<file path="config.mk">
export PLATFORM = sky130hd
export DESIGN_NAME = hkm_ram
export DESIGN_NICKNAME = d
export VERILOG_FILES = /design/src/hw/rtl/hkm_ram.sv
export SDC_FILE = /design/constraint.sdc
export NUM_CORES = 2
export LEC_CHECK = 0
export ABC_CLOCK_PERIOD_IN_PS = 2550
export BUFFER_PORTS_ARGS = -buffer_cell sky130_fd_sc_hd__buf_4
export CAP_MARGIN = 20
export CORE_ASPECT_RATIO = 1.25
export CORE_UTILIZATION = 32
export CTS_CLUSTER_DIAMETER = 80
export DETAILED_ROUTE_END_ITERATION = 12
export MAX_ROUTING_LAYER = met4
export RECOVER_POWER = 50
export SLEW_MARGIN = 25
export SYNTH_ARGS = -nofsm -noshare
export SYNTH_HDL_FRONTEND = slang
export SYNTH_SLANG_ARGS = --single-unit
</file>
<file path="constraint.sdc">
create_clock -name clk_i -period 2.55 [get_ports clk_i]
set_clock_uncertainty 0.15 [all_clocks]
set_input_delay 0.1275 -clock clk_i [delete_from_list [all_inputs] [get_ports clk_i]]
set_output_delay 0.1275 -clock clk_i [all_outputs]
set_load 0.01 [all_outputs]
</file>
<file path="src/hw/rtl/hkm_ram.sv">
// ----------------------------------------------------------------------------
// hkm_ram
// Simple dual-port RAM, one write and one registered read port.
// ----------------------------------------------------------------------------
module hkm_ram #(
  parameter int Width = 8,
  parameter int Depth = 256,
  localparam int AddrW = (Depth > 1) ? $clog2(Depth) : 1
) (
  input  logic             clk_i,
  input  logic             we_i,
  input  logic [AddrW-1:0] waddr_i,
  input  logic [Width-1:0] wdata_i,
  input  logic             re_i,
  input  logic [AddrW-1:0] raddr_i,
  output logic [Width-1:0] rdata_o
);

  logic [Width-1:0] mem_q [Depth];
  logic [Width-1:0] rdata_q;

  always_ff @(posedge clk_i) begin
    if (we_i) begin
      mem_q[waddr_i] <= wdata_i;
    end
    if (re_i) begin
      rdata_q <= mem_q[raddr_i];
    end
  end

  assign rdata_o = rdata_q;

endmodule

</file>
==> metrics.yaml <==
ys_seq_area_share_pct: 77.53
fmax_mhz: 386.9
p_sw_share_pct: 21.43
dr.pass1.iters: 5
status: "complete, but fails checks"
area_delta_synth_final_pct: 19.13
hold_violations: 0
end_kind: "register"
cp.required_ns: 2.95
layout_commonest_cell: "edfxtp_1"
row_count: 204
overflow: 0
io_pins: 35
wire_per_inst_microns: 26.22
synth-edff-count: 2056
fin_ws_ns: -0.03476
cts_tree: "done"
cts_setup_buffers: 0
seq_power_share_pct: 54.0
wirelength_mm: 206.1
syn-cell-area_sq_um: 79640
violations: "max-capacitance violations, max-slew violations, negative setup slack"
synthTopCellsByArea: "edfxtp_1 78%, mux4_2 13%, mux2i_1 1.7%"
die_area_sq_um: 250900
cp-start-kind: "register"
track_usage_pct: 16.85
avgViaCountPerCell: 5.147
grt_pass1_vias: 41650
synth_cells: 3733
cp.arrival_ns: 2.99
p_comb_share_pct: 5.6
p_int_w: 0.05437
dieHeight_microns: 559.7
yosysTopAreaCellShare_pct: 77.53
drtIter0Drc: 4007
maxSlewViolCount: 540
slew_headroom_pct: -52.43
grt_pass1_wl_mm: 298.0
clk_path_buf_depth: 3
cp_max_fo: 1
ys_types: 54
insertion_delay_ns: 0.83
clock-sinks: 2056
synth.avg_cell_area_sq_um: 21.33
path_clk_slew_ns: 0.06
fin_crit_sh_pct: 101.4
p_per_area_nw_per_um2: 729.4
rsz0062_at_grt: "yes"
ys_warn_count: 0
total_power_w: 0.06920
grt_max_degree: 114
fin_nets: 4428
p_leak_nw: 30.10
clockRootBuffer: "clkbuf_16"
async_flop_share_pct: 0
drive_above_1_share_pct: 32.11
core_area_sq_um: 247300
io_buffer_count: 34
route.detailed.drc: 0
antenna_found_initial: 8
ant_nets: 0
ys_ff_latch: 2056
post-route-min-period_ns: 2.585
p_sw_w: 0.01483
worst_pin_slew_ns: 2.286
synth_top_area_cell: "edfxtp_1"
die_w_microns: 448.2
hp-class: "in -> reg"
h-tree-depth: 4
cts_buffers: 187
dpl.hpwl_mm: 137.6
pwr-share-clk_pct: 40.4
synth_flop_cell: "edfxtp_1"
setup_viol: 2
start_util_pct: 32.20
peakVddDrop_mv: 0.5628
final_cell_mix: "2,056 x edfxtp_1, 593 x buf_4, 454 x mux4_2"
crit_type: "reg -> reg"
syn_nets: 3760
gp_congestion: 0.8792
maxCapViolCount: 8
final_util_pct: 38.36
vias: 40460
==> registers in the layout, summed over array words and instances (netlist names) <==
| name | count |
|---|---|
| mem_q | 2048 |
| rdata_o | 8 |
==> routing by layer <==
| layer | vias up | part of all wire [%] | GRT usage [%] | routed length [microns] |
|---|---|---|---|---|
| li1 | 17040 | - | - | - |
| met1 | 21640 | 39 | 20.53 | 79830 |
| met2 | 1387 | 51 | 28.27 | 105700 |
| met3 | 388 | 5.4 | 2.030 | 11120 |
| met4 | 0 | 4.6 | 7.001 | 9426 |
| met5 | - | 0 | - | 0 |
==> cell families after synthesis <==
family                 share of synthesized area, %
multiplexers                                  14.60
AND/OR/NAND/NOR                               2.625
buffers and inverters                         1.829
flip-flops                                    77.53
AO/OA/AOI/OAI                                 3.416
==> final cells by class <==
cell class,count,area [sq um]
Multi-Input combinational cell,1442,16780
Tap cell,3296,4124
Fill cell,22100,152500
Clock inverter,121,1152
Sequential cell,2056,61740
Timing Repair Buffer,712,6151
Clock buffer,226,4911
Inverter,2,7.507
Antenna cell,5,12.51
==> metrics by stage <==
step / hold slack [ns] / area, sq um / std cells / TNS (ns) / worst slack (ns)
after detailed placement: 0.3864 / 88620 / 7490 / -7.254 / -1.125
after global placement: 0.3815 / 88580 / 7489 / -8.699 / -1.514
after global routing: 0.07999 / 94870 / 7858 / -8.094 / -0.07106
after floorplan: 0.07637 / 79640 / 3733 / 0 / 0.1964
after CTS: 0.005429 / 95090 / 7856 / -0.1219 / -0.06379
final: 0.05958 / 94870 / 7860 / -0.06933 / -0.03476
==> path summary, 6_finish.rpt <==
kind	startpoint	to	slack, ns	cells after the start
max	mem_q[71][0]	rdata_o[0]	-0.03	5
max reg2reg	mem_q[71][0]	rdata_o[0]	-0.03	5
min reg2reg	mem_q[33][5]	rdata_o[5]	0.97	6
min	raddr_i[7]	rdata_o[5]	0.06	5
==> cells in the mapped netlist, types with 24 or more instances <==
master	count
o22ai_1	28
clkbuf_1	111
buf_2	31
nor2_1	282
nor2b_1	31
nor4_1	24
buf_4	27
nand2_1	33
nand3_1	34
mux4_2	454
a21oi_1	96
a22oi_1	133
edfxtp_1	2056
mux2i_1	134
o221ai_1	46
==> critical path, cell delays in order, from the launching register on <==
cell and delay [ns]:
edfxtp_1 0.37, mux4_2 0.53, mux4_2 0.53, nor2b_4 0.16, nor4_4 0.46, nor4_2 0.11
==> power by group through the flow <==
stage	Clock [W]	Combinational, W	Sequential, W
final	0.0279	0.00390	0.0374
after global routing	0.0296	0.00411	0.0373
after CTS	0.0284	0.00400	0.0373
after detailed placement	0	0.00390	0.0381
after global placement	0	0.00385	0.0380
after floorplan	0	0.00181	0.0380
==> timing repair <==
item                                    4_1_cts  5_1_grt
hold endpoints to repair                   2583        0
pin swaps                                     8        5
endpoints found under the setup margin        7        6
gates resized for setup                      35        8
hold buffers                                 21        0
No activity file was read; power rests on OpenSTA's default activity.
